===== src/rtl/core/urlencoded_form_tokenizer_assert.svh =====
// assertion macros for the form tokenizer
`ifndef URLENCODED_FORM_TOKENIZER_ASSERT_SVH
`define URLENCODED_FORM_TOKENIZER_ASSERT_SVH

// condition holds in the same cycle
`define UFT_ASSERT_NOW(label, clk, rst_n, ante, cons, msg) \
	label: assert property (@(posedge clk) disable iff (!rst_n) (ante) |-> (cons)) \
		else $error(msg);

// condition holds in the following cycle
`define UFT_ASSERT_NEXT(label, clk, rst_n, ante, cons, msg) \
	label: assert property (@(posedge clk) disable iff (!rst_n) (ante) |=> (cons)) \
		else $error(msg);

`endif


===== src/rtl/core/uft_pkg.sv =====
// types and constants of the form tokenizer
`timescale 1ns / 1ps
package uft_pkg;
	localparam logic [7:0] CH_NUL = 8'h00;
	localparam logic [7:0] CH_LF  = 8'h0A;
	localparam logic [7:0] CH_CR  = 8'h0D;
	localparam logic [7:0] CH_EQ  = 8'h3D;
	localparam logic [7:0] CH_AMP = 8'h26;
	localparam logic [7:0] CH_SP  = 8'h20;
	localparam logic [7:0] CH_TAB = 8'h09;

	localparam logic [7:0] MAX_PAIRS_RST = 8'd16;

	localparam logic [2:0] ROLE_SKIP  = 3'd0;
	localparam logic [2:0] ROLE_NAME  = 3'd1;
	localparam logic [2:0] ROLE_VALUE = 3'd2;
	localparam logic [2:0] ROLE_SEP   = 3'd3;
	localparam logic [2:0] ROLE_END   = 3'd4;

	localparam logic [1:0] ST_OK       = 2'd0;
	localparam logic [1:0] ST_NO_VALUE = 2'd1;
	localparam logic [1:0] ST_TOO_MANY = 2'd2;

	typedef enum logic [3:0] {
		PH_START   = 4'b0001,
		PH_NAME    = 4'b0010,
		PH_VALUE   = 4'b0100,
		PH_DISCARD = 4'b1000
	} phase_t;

	typedef struct packed {
		logic [2:0] role;
		logic [7:0] pair_index;
		logic       done_res;
		logic [1:0] status;
		logic [7:0] pair_count;
	} res_t;
endpackage


===== src/rtl/core/uft_in_if.sv =====
// input byte channel
`timescale 1ns / 1ps
interface uft_in_if;
	logic       valid;
	logic       ready;
	logic [7:0] ch;

	modport source (output valid, output ch, input ready);
	modport sink (input valid, input ch, output ready);
endinterface


===== src/rtl/core/uft_out_if.sv =====
// result channel
`timescale 1ns / 1ps
interface uft_out_if;
	logic       valid;
	logic       ready;
	logic [2:0] role;
	logic [7:0] pair_index;
	logic       done_res;
	logic [1:0] status;
	logic [7:0] pair_count;

	modport source (output valid, output role, output pair_index, output done_res,
		output status, output pair_count, input ready);
	modport sink (input valid, input role, input pair_index, input done_res,
		input status, input pair_count, output ready);
endinterface


===== src/rtl/core/uft_cfg_if.sv =====
// max_pairs write channel
`timescale 1ns / 1ps
interface uft_cfg_if;
	logic       valid;
	logic       ready;
	logic [7:0] data;

	modport source (output valid, output data, input ready);
	modport sink (input valid, input data, output ready);
endinterface


===== src/rtl/core/uft_step.sv =====
// per-byte phase update and result tagging
`timescale 1ns / 1ps
module uft_step (
	input  uft_pkg::phase_t phase,
	input  logic [7:0]      pair_cnt,
	input  logic [7:0]      max_pairs,
	input  logic [7:0]      ch,
	output uft_pkg::phase_t phase_nxt,
	output logic [7:0]      pair_cnt_nxt,
	output uft_pkg::res_t   res
);
	import uft_pkg::*;

	logic       is_nul;
	logic       is_blank;
	logic       is_line_end;
	logic [8:0] cnt_inc;
	logic       too_many;
	phase_t     phase_new_msg;

	always_comb begin
		is_nul        = (ch == CH_NUL);
		is_blank      = (ch == CH_SP) || (ch inside {[CH_TAB:CH_CR]});
		is_line_end   = is_nul || (ch == CH_CR) || (ch == CH_LF);
		cnt_inc       = {1'b0, pair_cnt} + 9'd1;
		too_many      = (cnt_inc >= {1'b0, max_pairs});
		phase_new_msg = is_nul ? PH_START : PH_DISCARD;
	end

	always_comb begin
		phase_nxt      = phase;
		pair_cnt_nxt   = pair_cnt;
		res.role       = ROLE_SKIP;
		res.pair_index = pair_cnt;
		res.done_res   = 1'b0;
		res.status     = ST_OK;
		res.pair_count = 8'd0;
		case (phase)
			PH_START: begin
				if (is_nul) begin
					res.role       = ROLE_END;
					res.done_res   = 1'b1;
					res.pair_count = pair_cnt;
					phase_nxt      = PH_START;
					pair_cnt_nxt   = 8'd0;
				end else if (is_blank) begin
					res.role = ROLE_SKIP;
				end else if (ch == CH_EQ) begin
					res.role  = ROLE_SEP;
					phase_nxt = PH_VALUE;
				end else begin
					res.role  = ROLE_NAME;
					phase_nxt = PH_NAME;
				end
			end
			PH_NAME: begin
				if (is_line_end) begin
					res.role       = ROLE_END;
					res.done_res   = 1'b1;
					res.status     = ST_NO_VALUE;
					res.pair_count = pair_cnt;
					phase_nxt      = phase_new_msg;
					pair_cnt_nxt   = 8'd0;
				end else if (ch == CH_EQ) begin
					res.role  = ROLE_SEP;
					phase_nxt = PH_VALUE;
				end else begin
					res.role = ROLE_NAME;
				end
			end
			PH_VALUE: begin
				if (is_line_end) begin
					// the open pair counts as complete
					res.role       = ROLE_END;
					res.done_res   = 1'b1;
					res.pair_count = cnt_inc[7:0];
					phase_nxt      = phase_new_msg;
					pair_cnt_nxt   = 8'd0;
				end else if (ch == CH_AMP) begin
					res.role = ROLE_SEP;
					if (too_many) begin
						res.done_res   = 1'b1;
						res.status     = ST_TOO_MANY;
						res.pair_count = cnt_inc[7:0];
						phase_nxt      = PH_DISCARD;
						pair_cnt_nxt   = 8'd0;
					end else begin
						phase_nxt    = PH_START;
						pair_cnt_nxt = cnt_inc[7:0];
					end
				end else begin
					res.role = ROLE_VALUE;
				end
			end
			PH_DISCARD: begin
				if (is_nul) begin
					phase_nxt    = PH_START;
					pair_cnt_nxt = 8'd0;
				end
			end
			default: begin
				phase_nxt    = PH_START;
				pair_cnt_nxt = 8'd0;
			end
		endcase
	end
endmodule


===== src/rtl/core/urlencoded_form_tokenizer.sv =====
// Form body tokenizer for application/x-www-form-urlencoded text.
// req carries one byte (ch) per request; rsp returns one tagged result per
// byte: role, pair_index, and on the message end or pair overflow done_res,
// status and pair_count. cfg writes max_pairs (reset 16); write only while
// idle. A byte passes the input register, then the result register; the
// phase update between them is combinational, so one byte per cycle flows
// through while rsp is not stalled.
// A stalled rsp holds the result register; req keeps taking bytes until the
// input register is also full, then req.ready drops until rsp drains.
// Reset (arst_n low) empties both stages, sets the phase to pair start, the
// pair counter to zero and max_pairs to 16. cfg.ready is always high.
`timescale 1ns / 1ps
`include "urlencoded_form_tokenizer_assert.svh"
module urlencoded_form_tokenizer (
	input logic      clk,
	input logic      arst_n,
	uft_in_if.sink   req,
	uft_out_if.source rsp,
	uft_cfg_if.sink  cfg
);
	import uft_pkg::*;

	logic       vld_s1;
	logic [7:0] ch_s1;
	logic       vld_s2;
	res_t       res_s2;

	phase_t     phase_q;
	logic [7:0] pair_cnt_q;
	logic [7:0] max_pairs_q;

	phase_t     phase_nxt;
	logic [7:0] pair_cnt_nxt;
	res_t       res_nxt;

	logic       adv_s2;
	logic       load_s2;

	assign adv_s2    = !vld_s2 || rsp.ready;
	assign load_s2   = vld_s1 && adv_s2;
	assign req.ready = !vld_s1 || adv_s2;
	assign cfg.ready = 1'b1;

	uft_step u_step (
		.phase        (phase_q),
		.pair_cnt     (pair_cnt_q),
		.max_pairs    (max_pairs_q),
		.ch           (ch_s1),
		.phase_nxt    (phase_nxt),
		.pair_cnt_nxt (pair_cnt_nxt),
		.res          (res_nxt)
	);

	always_ff @(posedge clk or negedge arst_n) begin
		if (!arst_n) begin
			vld_s1      <= 1'b0;
			vld_s2      <= 1'b0;
			phase_q     <= PH_START;
			pair_cnt_q  <= 8'd0;
			max_pairs_q <= MAX_PAIRS_RST;
		end else begin
			if (req.ready) begin
				vld_s1 <= req.valid;
			end
			if (adv_s2) begin
				vld_s2 <= vld_s1;
			end
			// state moves with the byte entering the result register
			if (load_s2) begin
				phase_q    <= phase_nxt;
				pair_cnt_q <= pair_cnt_nxt;
			end
			if (cfg.valid && cfg.ready) begin
				max_pairs_q <= cfg.data;
			end
		end
	end

	always_ff @(posedge clk) begin
		if (req.valid && req.ready) begin
			ch_s1 <= req.ch;
		end
		if (load_s2) begin
			res_s2 <= res_nxt;
		end
	end

	assign rsp.valid      = vld_s2;
	assign rsp.role       = res_s2.role;
	assign rsp.pair_index = res_s2.pair_index;
	assign rsp.done_res   = res_s2.done_res;
	assign rsp.status     = res_s2.status;
	assign rsp.pair_count = res_s2.pair_count;

	`UFT_ASSERT_NEXT(a_overflow_discards, clk, arst_n,
		load_s2 && res_nxt.status == ST_TOO_MANY, phase_q == PH_DISCARD,
		"too-many-pairs request did not enter discard")
	`UFT_ASSERT_NEXT(a_done_clears_count, clk, arst_n,
		load_s2 && res_nxt.done_res, pair_cnt_q == 8'd0,
		"pair counter not cleared after message end")
	`UFT_ASSERT_NOW(a_end_is_done, clk, arst_n,
		vld_s2 && res_s2.role == ROLE_END, res_s2.done_res,
		"end role without done result")
endmodule


===== src/flat_wrapper.sv =====
// flat-port wrapper written by rule: the top's interface ports become plain ports
module urlencoded_form_tokenizer_flat import uft_pkg::*;
  (clk, arst_n, req_valid, req_ch, req_ready, rsp_valid, rsp_role, rsp_pair_index, rsp_done_res, rsp_status, rsp_pair_count, rsp_ready, cfg_valid, cfg_data, cfg_ready);
  uft_in_if req_i ();
  uft_out_if rsp_i ();
  uft_cfg_if cfg_i ();
  input logic clk;
  input logic arst_n;
  input wire logic [$bits(req_i.valid)-1:0] req_valid;
  input wire logic [$bits(req_i.ch)-1:0] req_ch;
  output wire logic [$bits(req_i.ready)-1:0] req_ready;
  output wire logic [$bits(rsp_i.valid)-1:0] rsp_valid;
  output wire logic [$bits(rsp_i.role)-1:0] rsp_role;
  output wire logic [$bits(rsp_i.pair_index)-1:0] rsp_pair_index;
  output wire logic [$bits(rsp_i.done_res)-1:0] rsp_done_res;
  output wire logic [$bits(rsp_i.status)-1:0] rsp_status;
  output wire logic [$bits(rsp_i.pair_count)-1:0] rsp_pair_count;
  input wire logic [$bits(rsp_i.ready)-1:0] rsp_ready;
  input wire logic [$bits(cfg_i.valid)-1:0] cfg_valid;
  input wire logic [$bits(cfg_i.data)-1:0] cfg_data;
  output wire logic [$bits(cfg_i.ready)-1:0] cfg_ready;
  assign req_i.valid = req_valid;
  assign req_i.ch = req_ch;
  assign req_ready = req_i.ready;
  assign rsp_valid = rsp_i.valid;
  assign rsp_role = rsp_i.role;
  assign rsp_pair_index = rsp_i.pair_index;
  assign rsp_done_res = rsp_i.done_res;
  assign rsp_status = rsp_i.status;
  assign rsp_pair_count = rsp_i.pair_count;
  assign rsp_i.ready = rsp_ready;
  assign cfg_i.valid = cfg_valid;
  assign cfg_i.data = cfg_data;
  assign cfg_ready = cfg_i.ready;
  urlencoded_form_tokenizer u_core (.clk(clk), .arst_n(arst_n), .req(req_i), .rsp(rsp_i), .cfg(cfg_i));
endmodule

===== config.mk =====
export PLATFORM = sky130hd
export DESIGN_NAME = urlencoded_form_tokenizer_flat
export DESIGN_NICKNAME = d
export VERILOG_FILES = /design/src/rtl/core/uft_pkg.sv /design/src/rtl/core/uft_in_if.sv /design/src/rtl/core/uft_out_if.sv /design/src/rtl/core/uft_cfg_if.sv /design/src/rtl/core/uft_step.sv /design/src/rtl/core/urlencoded_form_tokenizer.sv /design/src/flat_wrapper.sv
export VERILOG_INCLUDE_DIRS = /design/src /design/src/rtl/core
export SDC_FILE = /design/constraint.sdc
export NUM_CORES = 1
export LEC_CHECK = 0
export BUFFER_PORTS_ARGS = -buffer_cell sky130_fd_sc_hd__buf_2
export CAP_MARGIN = 25
export CORE_MARGIN = 2
export CORE_UTILIZATION = 50
export CTS_CLUSTER_SIZE = 40
export DETAILED_ROUTE_END_ITERATION = 8
export PLACE_DENSITY = 0.78
export SLEW_MARGIN = 20
export SYNTH_ARGS = -nofsm -noshare
export SYNTH_HDL_FRONTEND = slang
export SYNTH_SLANG_ARGS = --single-unit

===== constraint.sdc =====
create_clock -name clk -period 2.7 [get_ports clk]
set_input_delay 0.27 -clock clk [delete_from_list [all_inputs] [get_ports clk]]
set_output_delay 0.27 -clock clk [all_outputs]
set_load 0.01 [all_outputs]

==> results of run 1 <==
==> final cells by class <==
cell class	count	area (um2)
fill	396	1810
timing repair buffer	66	395
clock inverter	3	26.3
inverter	14	55.1
multi-input combinational	159	1210
clock buffer	5	68.8
tap	70	87.6
sequential	52	1450
==> cells in the final DEF (no fill, tap or decap), types with 3 or more instances in the layout <==
master / n
nor2_1: 7
o21ai_1: 3
a21oi_2: 4
dfrtp_1: 20
ha_4: 3
buf_4: 19
a21o_1: 9
inv_1: 12
mux2_2: 4
a21oi_1: 7
nor4_1: 4
clkbuf_8: 5
and2_1: 6
nand3_1: 6
o21ai_0: 11
and3_4: 3
nand2b_1: 11
a22o_1: 4
ha_1: 5
nor3_1: 6
buf_2: 44
edfxtp_1: 30
nand2_1: 21
==> stage by stage <==
step	setup slack [ps]	power (mW)
after floorplan	14.6	1.30
after global placement	-48.9	1.41
after detailed placement	-46.0	1.41
after CTS	4.72	1.87
after global routing	-134	1.98
final	12.7	1.87
==> worst reg2reg max path: stages (launching register included) <==
cell and delay [ps]:
dfrtp_1 420, buf_6 130, and3_4 200, nand3_2 100
xor2_2 210, inv_2 80, ha_4 220, and3_4 150
a221oi_2 210, o211ai_1 180, a21oi_2 280, buf_4 180
o21ai_1 70
==> timing repair <==
action / 4_1_cts / 5_1_grt
hold endpoints to repair: 20 / 0
endpoints found under the setup margin: 16 / 18
hold buffers: 1 / 0
resized for setup: 8 / 15
pin swaps: 7 / 10
setup buffers: 3 / 4
==> sequential cells by signal, summed over array words and instances, names as in the netlist <==
signal and cells:
u_core.rsp.pair_index 8, u_core.rsp.done_res 1, u_core.rsp.status 2, u_core.phase_q 4
u_core.ch_s1 8, u_core.rsp.valid 1, u_core.vld_s1 1, u_core.pair_cnt_q 8
u_core.rsp.role 3, u_core.max_pairs_q 8, u_core.rsp.pair_count 8
==> metal layers <==
layer,GRT usage [%],up-vias
met5,0,-
met4,4.91,0
met1,26.1,936
met2,26.9,66
met3,3.55,2
li1,-,981
==> worst paths after layout <==
path,from,to,slack [ps],cells after the start
worst min-delay path,req_ch[1],u_core.ch_s1[1],140,1
max in group asynchronous,arst_n,u_core.phase_q[0],1900,2
worst max-delay path,u_core.pair_cnt_q[1],u_core.rsp.pair_count[1],10,12
min in group asynchronous,arst_n,u_core.max_pairs_q[5],440,2
worst max register to register,u_core.pair_cnt_q[1],u_core.rsp.pair_count[1],10,12
worst min register to register,u_core.vld_s1,u_core.rsp.valid,490,1
==> cells by family after synthesis <==
logic type,count (synthesis)
multiplexers,7
flip-flops,52
XOR/XNOR,5
other,1
AO/OA/AOI/OAI,48
adder cells (fa/ha/maj),9
AND/OR/NAND/NOR,89
buffers and inverters,21
==> power by group <==
part	switching, mW	internal (mW)
combinational	0.221	0.189
sequential	0.0774	0.927
clock	0.264	0.189
==> run_results.csv, run 1 <==
group,metric,value,unit
yosys,synth-seq-cells,52,
floorplanning,boundaryPins,46,
timing,rsz0062_at_grt,"true",
place,port_buffers,44,
floorplanning,row_count,26,
finish,syn_to_final_growth,25.1,%
floorplanning,coreArea,5110,um2
yosys,synthSimpleGateAreaFrac,20.4,%
power,leakagePower,1.49,nW
floorplanning,chipHeight,76.6,um
global_routing,gr-total-overflow,0,
yosys,synth.distinct_cells,52,
worst_setup_path,worstPathCellList,"buf_6 > and3_4 > nand3_2 > xor2_2 > inv_2 > ha_4 > and3_4 > a221oi_2 > o211ai_1 > a21oi_2 > buf_4 > o21ai_1",
yosys,synth_xor_area_share,1.66,%
floorplanning,die_x,76.6,um
yosys,synth_edf_count,30,
clock_network,clk_latency,310,ps
timing,slew_viol_final,0,
worst_setup_path,crit_path_frequent_cell,"and3_4",
power,ir_worst_vdd,372,uV
yosys,synth_top_area_share,34.2,%
yosys,yosysMostFrequentCell,"edfxtp_1",
worst_setup_path,path_delay_family,"compound AO/OA/AOI/OAI gates",
route,vias_per_cell,5.38,
finish,layout-drive-gt1-share,36.5,%
finish,final_net_count,328,
worst_setup_path,cpMaxStageDelayCell,"dfrtp_1",
place,placed_cell_area,3050,um2
place,dp_hpwl,3620,um
clock_network,numCtsBuffers,5,
timing,setup_viol,0,
yosys,yosys.area.top_type,"edfxtp_1",
timing,timing.fmax,372,MHz
global_routing,first_global_vias,1800,
yosys,async_flop_share,42.3,%
yosys,synth_nets,262,
yosys,synth.avg_cell_area,11.4,um2
route,finalWirelength,4990,um
worst_setup_path,path_class,"reg2reg",
route,met2WireLength,2310,um
clock_network,cts_root_buffer,"clkbuf_8",
timing,fin_skew,9.76,ps
power,powerDensity,566,nW/um2
route,drtIter0Drc,200,
yosys,ys_seq_area_share,55.2,%
route,met3RoutedLength,262,um
timing,period_needed,2690,ps
global_routing,grt_pass1_wl,8380,um
route,met1_length,2380,um
finish,fin_cells,369,
yosys,synthTopCellsByCount,"edfxtp_1, nand2_1, dfrtp_1",
route,drt-pass1-iter-count,4,
min_path,hp-class,"in2reg",
worst_setup_path,worstPathArrival,2750,ps
clock_network,cts_tree,"done",
worst_setup_path,cp.buffers_inverters,3,
timing,setup_tns,0,ps
timing,fin_crit_sh,99.5,%
worst_setup_path,cpPeakStageDelay,420,ps
timing,final-hold-violation-count,0,
status,outcome,"finished clean",
clock_network,clk_pin_slew,100,ps
global_routing,track_usage,17.8,%
route,remaining_drc_errors,0,
global_routing,antenna_found_initial,0,
global_routing,grt_start_max_net_pins,24,
route,antenna_left,0,
worst_setup_path,cp-start-kind,"flip-flop",
yosys,synth-compound-area-share,11.9,%
place,gp_congestion,0.886,
yosys,synthFlopType,"edfxtp_1",
route,vias,1985,
yosys,synth_top_family_by_area,"simple AND/OR/NAND/NOR gates",
yosys,netlist_area,2640,um2
clock_network,cts.sinks,52,
timing,slew_headroom,67.5,%
worst_setup_path,crit_path_end_kind,"flip-flop",
yosys,syn_inst,232,
yosys,yosysWarnings,0,
finish,final_area,3300,um2
timing,worst_pin_slew,480,ps
worst_setup_path,cp_max_fo,5,
yosys,yosys-top-cells-area,"edfxtp_1, dfrtp_1, ha_1",
yosys,synthMuxAreaShare,3.09,%
finish,antenna_cells,0,
run,maxCapViolations,0,
finish,final_util,64.6,%
place,place_inst,353,
route,wl_per_cell,13.5,um
yosys,synth_fa_ha_area_share,4.27,%
worst_setup_path,required,2760,ps
timing,fin_hold_ws,136,ps
route,dr.max_layer_used,"met4",
floorplanning,fp.dieArea,5870,um2
clock_network,clock_path_buffers,2,
floorplanning,initial_core_util,51.6,%
clock_network,htree_num_levels,2,
(Power assumes the default switching activity.)
==> run 2, diff against run 1 <==
--- a/config.mk
+++ b/config.mk
@@ -13,6 +13,7 @@
 export CTS_CLUSTER_SIZE = 40
 export DETAILED_ROUTE_END_ITERATION = 8
 export PLACE_DENSITY = 0.78
+export REMOVE_ABC_BUFFERS = 1
 export SLEW_MARGIN = 20
 export SYNTH_ARGS = -nofsm -noshare
 export SYNTH_HDL_FRONTEND = slang
==> run 2 against run 1 <==
  * The run now ends with setup timing left
  * Sequential share of layout area shrank 1.9 points
  * Setup slack lost 71 ps
  * First-iteration DRC count shrank 23%
  * Register-to-register slack lost 70 ps
  * Die area is the same
  * Via count grew 6.7%
  * Non-clock buffer count grew 17
  * Sequential power is essentially flat
  * Combinational power grew 2%
  * Final area grew 4.6%
  * Clock power shrank 3%
  * Critical path type unchanged
  * Critical endpoint is now u_core.rsp.pair_count[5]
  * Largest cell class unchanged
  * Largest power group unchanged
==> run_results.csv, run 2 (synthesized netlist as in run 1, its figures left out) <==
group,metric,value,unit
status,outcome,"finished, violations left",
status,violations,"setup timing",
route,finalWirelength,5700,um
clock_network,clk_pin_slew,90,ps
floorplanning,fp.dieArea,5870,um2
worst_setup_path,worstPathArrival,2840,ps
timing,final-hold-violation-count,0,
clock_network,numCtsBuffers,5,
finish,layout-drive-gt1-share,40.8,%
power,p_int,1.30,mW
floorplanning,initial_core_util,51.6,%
global_routing,track_usage,19.3,%
power,powerDensity,541,nW/um2
timing,fin_crit_sh,102,%
worst_setup_path,path_class,"reg2reg",
worst_setup_path,required,2780,ps
finish,antenna_cells,0,
clock_network,clk_latency,320,ps
power,ir_worst_vdd,341,uV
route,drt-pass1-iter-count,4,
clock_network,htree_num_levels,2,
run,maxCapViolations,0,
min_path,hp-class,"in2reg",
clock_network,clock_path_buffers,2,
clock_network,cts_root_buffer,"clkbuf_8",
route,drtIter0Drc,155,
worst_setup_path,crit_path_end_kind,"flip-flop",
power,power.share.sequential,54.1,%
power,power.switching,0.562,mW
worst_setup_path,cp_max_fo,5,
timing,setup_tns,-273,ps
global_routing,grt_start_max_net_pins,23,
global_routing,antenna_found_initial,0,
power,leakagePower,1.58,nW
place,port_buffers,44,
power,switching_share,30.1,%
timing,slew_viol_final,0,
global_routing,grt_pass1_wl,8870,um
floorplanning,die_x,76.6,um
floorplanning,chipHeight,76.6,um
timing,rsz0062_at_grt,"true",
global_routing,gr-total-overflow,0,
route,wl_per_cell,14.8,um
floorplanning,boundaryPins,46,
timing,setup_viol,12,
place,gp_congestion,0.915,
timing,layout_setup_ws,-58.1,ps
route,antenna_left,0,
floorplanning,coreArea,5110,um2
finish,final_area,3450,um2
timing,fin_skew,7.83,ps
timing,period_needed,2760,ps
route,remaining_drc_errors,0,
finish,final_net_count,345,
route,vias,2118,
finish,syn_to_final_growth,30.9,%
finish,final_cell_mix,"buf_2, buf_4, edfxtp_1",
floorplanning,row_count,26,
place,placed_cell_area,3090,um2
global_routing,first_global_vias,1938,
place,dp_hpwl,3660,um
timing,timing.fmax,363,MHz
power,pwr-share-clk,23.6,%
clock_network,cts_tree,"done",
worst_setup_path,cp-start-kind,"flip-flop",
route,vias_per_cell,5.49,
power,combinationalPowerShare,22.4,%
place,post-place-ws,-178,ps
clock_network,cts.sinks,52,
finish,layout_commonest_cell,"buf_2",
[run 2: critical path: stages, from the launching register on]
cell	delay, ps
dfrtp_1	410
ha_1	270
buf_4	170
nand2b_1	190
nand2_1	130
ha_1	310
a21o_1	160
a31oi_1	140
o211ai_1	180
a21oi_2	230
buf_6	150
a21oi_1	40
a21o_1	150
[run 2: metrics by stage]
step	util [%]	instances	hold slack (ps)	total power [mW]
floorplan	-	225	-25.6	1.27
global placement	60.4	363	251	1.40
detailed placement	60.4	363	258	1.41
CTS	65.3	383	128	1.85
global route	67.5	386	111	1.96
finish	67.5	386	129	1.87
[run 2: worst paths after layout]
check	from	end	slack, ps	cells past startpoint
max in group asynchronous	arst_n	u_core.phase_q[0]	1900	2
max	u_core.pair_cnt_q[0]	u_core.rsp.pair_count[5]	-60	12
min reg2reg	u_core.vld_s1	u_core.rsp.valid	500	1
min	req_ch[1]	u_core.ch_s1[1]	130	1
max reg2reg	u_core.pair_cnt_q[0]	u_core.rsp.pair_count[5]	-60	12
min in group asynchronous	arst_n	u_core.max_pairs_q[3]	440	2
[run 2: what timing repair did]
| item | in CTS | in global routing |
|---|---|---|
| endpoints found under the hold margin | 20 | 0 |
| setup buffers | 10 | 3 |
| gates cloned | 1 | 0 |
| pin swaps | 6 | 15 |
| resized for setup | 14 | 20 |
| hold buffers | 1 | 0 |
| setup endpoints to repair | 18 | 19 |
[run 2: final cells by class]
type                       count  area [um2]
multi-input combinational    159        1240
clock inverter                 3        17.5
sequential                    52        1450
fill                         371        1660
inverter                      14        55.1
timing repair buffer          83         524
clock buffer                   5        68.8
tap                           70        87.6
[run 2: power groups by stage]
stage          sequential (mW)  combinational, mW  clock [mW]
3_3_place_gp              1.01              0.388           0
5_1_grt                   1.02              0.463       0.476
2_1_floorplan             1.02              0.256           0
3_5_place_dp              1.02              0.391           0
4_1_cts                   1.01              0.407       0.441
6_report                  1.01              0.417       0.439
[run 2: routing by layer]
layer | vias up | global-route usage (%) | wire, um
li1 | 1018 | - | -
met1 | 965 | 24.9 | 2360
met2 | 114 | 30.4 | 2690
met3 | 21 | 4.86 | 409
met4 | 0 | 9.64 | 244
met5 | - | 0 | 0
==> run 3, diff against run 2 <==
--- a/config.mk
+++ b/config.mk
@@ -6,8 +6,8 @@
 export SDC_FILE = /design/constraint.sdc
 export NUM_CORES = 1
 export LEC_CHECK = 0
+export ABC_AREA = 1
 export BUFFER_PORTS_ARGS = -buffer_cell sky130_fd_sc_hd__buf_2
-export CAP_MARGIN = 25
 export CORE_MARGIN = 2
 export CORE_UTILIZATION = 50
 export CTS_CLUSTER_SIZE = 40
@@ -17,4 +17,5 @@
 export SLEW_MARGIN = 20
 export SYNTH_ARGS = -nofsm -noshare
 export SYNTH_HDL_FRONTEND = slang
+export SYNTH_HIERARCHICAL = 1
 export SYNTH_SLANG_ARGS = --single-unit
==> run 3 against run 2 <==
  * The flow now finishes without violations
  * Global-route usage shrank 1.1 points
  * Sequential power is essentially flat
  * Register-to-register slack gained 290 ps
  * Die area grew 6.3%
  * Non-clock buffer count shrank 36
  * Combinational power shrank 3%
  * Clock skew grew 3.0 ps
  * Via count shrank 0.19%
==> run_results.csv, run 3 <==
group,metric,value,unit
yosys,synth_fa_ha_area_share,4.01,%
finish,layout-drive-gt1-share,26.4,%
route,vias_per_cell,5.02,
clock_network,htree_num_levels,2,
yosys,yosysMostFrequentCell,"nand2_1",
place,placed_cell_area,3040,um2
finish,final_util,57.9,%
worst_setup_path,worstPathArrival,2720,ps
yosys,synth_xor_area_share,1.87,%
timing,period_needed,2460,ps
clock_network,cts_root_buffer,"clkbuf_8",
yosys,yosysWarnings,6,
place,dp_hpwl,3900,um
yosys,synth_top_area_share,32.0,%
min_path,hp-class,"in2reg",
power,powerDensity,605,nW/um2
finish,layout_commonest_cell,"nand2_1",
yosys,synth.distinct_cells,36,
status,outcome,"finished clean",
timing,fin_crit_sh,91.3,%
global_routing,grt_start_max_net_pins,23,
yosys,synthMuxAreaShare,0,%
timing,final-hold-violation-count,0,
worst_setup_path,cp_max_fo,7,
floorplanning,chipHeight,79.0,um
yosys,synth-seq-cells,52,
yosys,synthTopCellsByCount,"nand2_1, inv_1, edfxtp_1",
clock_network,clock_path_buffers,2,
yosys,synth_top_family_by_area,"simple AND/OR/NAND/NOR gates",
yosys,synth_edf_count,30,
run,maxCapViolations,0,
yosys,ys_seq_area_share,51.7,%
yosys,yosys-top-cells-area,"edfxtp_1, dfrtp_1, nand2_1",
global_routing,track_usage,18.2,%
yosys,synthFlopType,"edfxtp_1",
global_routing,grt_pass1_wl,8940,um
timing,worst_pin_slew,531,ps
timing,setup_viol,0,
global_routing,first_global_vias,1964,
clock_network,cts.sinks,52,
worst_setup_path,path_class,"reg2reg",
floorplanning,initial_core_util,51.4,%
place,port_buffers,44,
power,leakagePower,1.56,nW
finish,final_net_count,378,
clock_network,post_cts_buffers,0,
yosys,synth-compound-area-share,7.65,%
route,wl_per_cell,12.6,um
clock_network,clk_latency,310,ps
clock_network,numCtsBuffers,5,
timing,fin_skew,10.8,ps
timing,slew_headroom,64.6,%
finish,final_cell_mix,"nand2_1, inv_1, buf_2",
place,gp_congestion,0.927,
worst_setup_path,crit_path_end_kind,"flip-flop",
finish,syn_to_final_growth,12.7,%
power,ir_worst_vdd,311,uV
timing,slew_viol_final,0,
clock_network,cts_tree,"done",
floorplanning,boundaryPins,46,
route,vias,2114,
route,drt-pass1-iter-count,4,
route,antenna_left,0,
finish,final_area,3170,um2
yosys,yosys.area.top_type,"edfxtp_1",
clock_network,clk_pin_slew,100,ps
route,remaining_drc_errors,0,
floorplanning,coreArea,5470,um2
floorplanning,die_x,79.0,um
route,drtIter0Drc,156,
floorplanning,row_count,27,
finish,antenna_cells,0,
worst_setup_path,required,2950,ps
global_routing,antenna_found_initial,0,
yosys,synth.avg_cell_area,9.16,um2
yosys,synthSimpleGateAreaFrac,23.4,%
route,finalWirelength,5290,um
yosys,syn_inst,307,
worst_setup_path,cp-start-kind,"flip-flop",
timing,timing.fmax,406,MHz
yosys,async_flop_share,42.3,%
floorplanning,fp.dieArea,6240,um2
global_routing,gr-total-overflow,0,
yosys,netlist_area,2810,um2
run 3: critical path, stage by stage, from the launching register on:
cell,delay [ps]
dfrtp_1,440
inv_1,100
nor3_2,230
nand3_1,170
nor2_1,130
nand2_1,70
xor2_1,250
ha_1,290
nand2_1,80
nand2_2,60
nor2_2,120
inv_2,90
a21oi_1,170
nand3_1,110
nand2_1,100
run 3: final timing paths:
path,from,end,slack (ps),depth (start not counted)
max in group asynchronous,arst_n,u_core/pair_cnt_q[2],1830,2
setup / recovery,u_core/pair_cnt_q[1],u_core/pair_cnt_q[0],240,14
hold reg to reg,u_core/max_pairs_q[4],u_core/max_pairs_q[4],480,2
setup reg to reg,u_core/pair_cnt_q[1],u_core/pair_cnt_q[0],240,14
hold / removal,req_ch[0],u_core/ch_s1[0],140,1
min in group asynchronous,arst_n,u_core/max_pairs_q[2],490,2
run 3: cell type report:
cell class                      instances  area (um2)
Clock inverter                          3        42.5
Fill cell                             498        2300
Multi-Input combinational cell        184        1050
Timing Repair Buffer                   47         245
Clock buffer                            5        68.8
Tap cell                               72        90.1
Sequential cell                        52        1460
Inverter                               58         218
run 3: where the power goes:
group          total (mW)  leakage [nW]  switching (mW)  internal (mW)
Clock               0.527        0.0541           0.253          0.274
Sequential          0.986         0.577          0.0482          0.937
Combinational       0.403         0.928           0.267          0.136
run 3: kinds of logic after synthesis:
group,count (synthesis)
XOR/XNOR,6
AND/OR/NAND/NOR,131
adder cells (fa/ha/maj),9
other,1
buffers and inverters,71
flip-flops,52
AO/OA/AOI/OAI,37
run 3: per-layer routing:
metal / up-vias / GRT usage [%] / wire (um)
li1: 1067 / - / -
met1: 968 / 25.3 / 2450
met5: - / 0 / 0
met4: 0 / 7.59 / 129
met2: 66 / 28.0 / 2460
met3: 13 / 3.52 / 257
run 3: metrics by stage:
stage	hold WS (ps)	power [mW]	setup TNS [ps]	worst slack [ps]	instances
floorplan	-25.6	1.26	0	488	294
finish	137	1.92	0	235	421
CTS	131	1.93	0	203	421
global route	117	2.02	-36.4	-27.4	421
detailed placement	270	1.40	0	228	412
global placement	259	1.39	0	300	412
run 3: timing repair:
| action | CTS | global route |
|---|---|---|
| hold endpoints to repair | 20 | 0 |
| resized for setup | 0 | 2 |
| hold buffers | 1 | 0 |
| setup endpoints to repair | 0 | 3 |
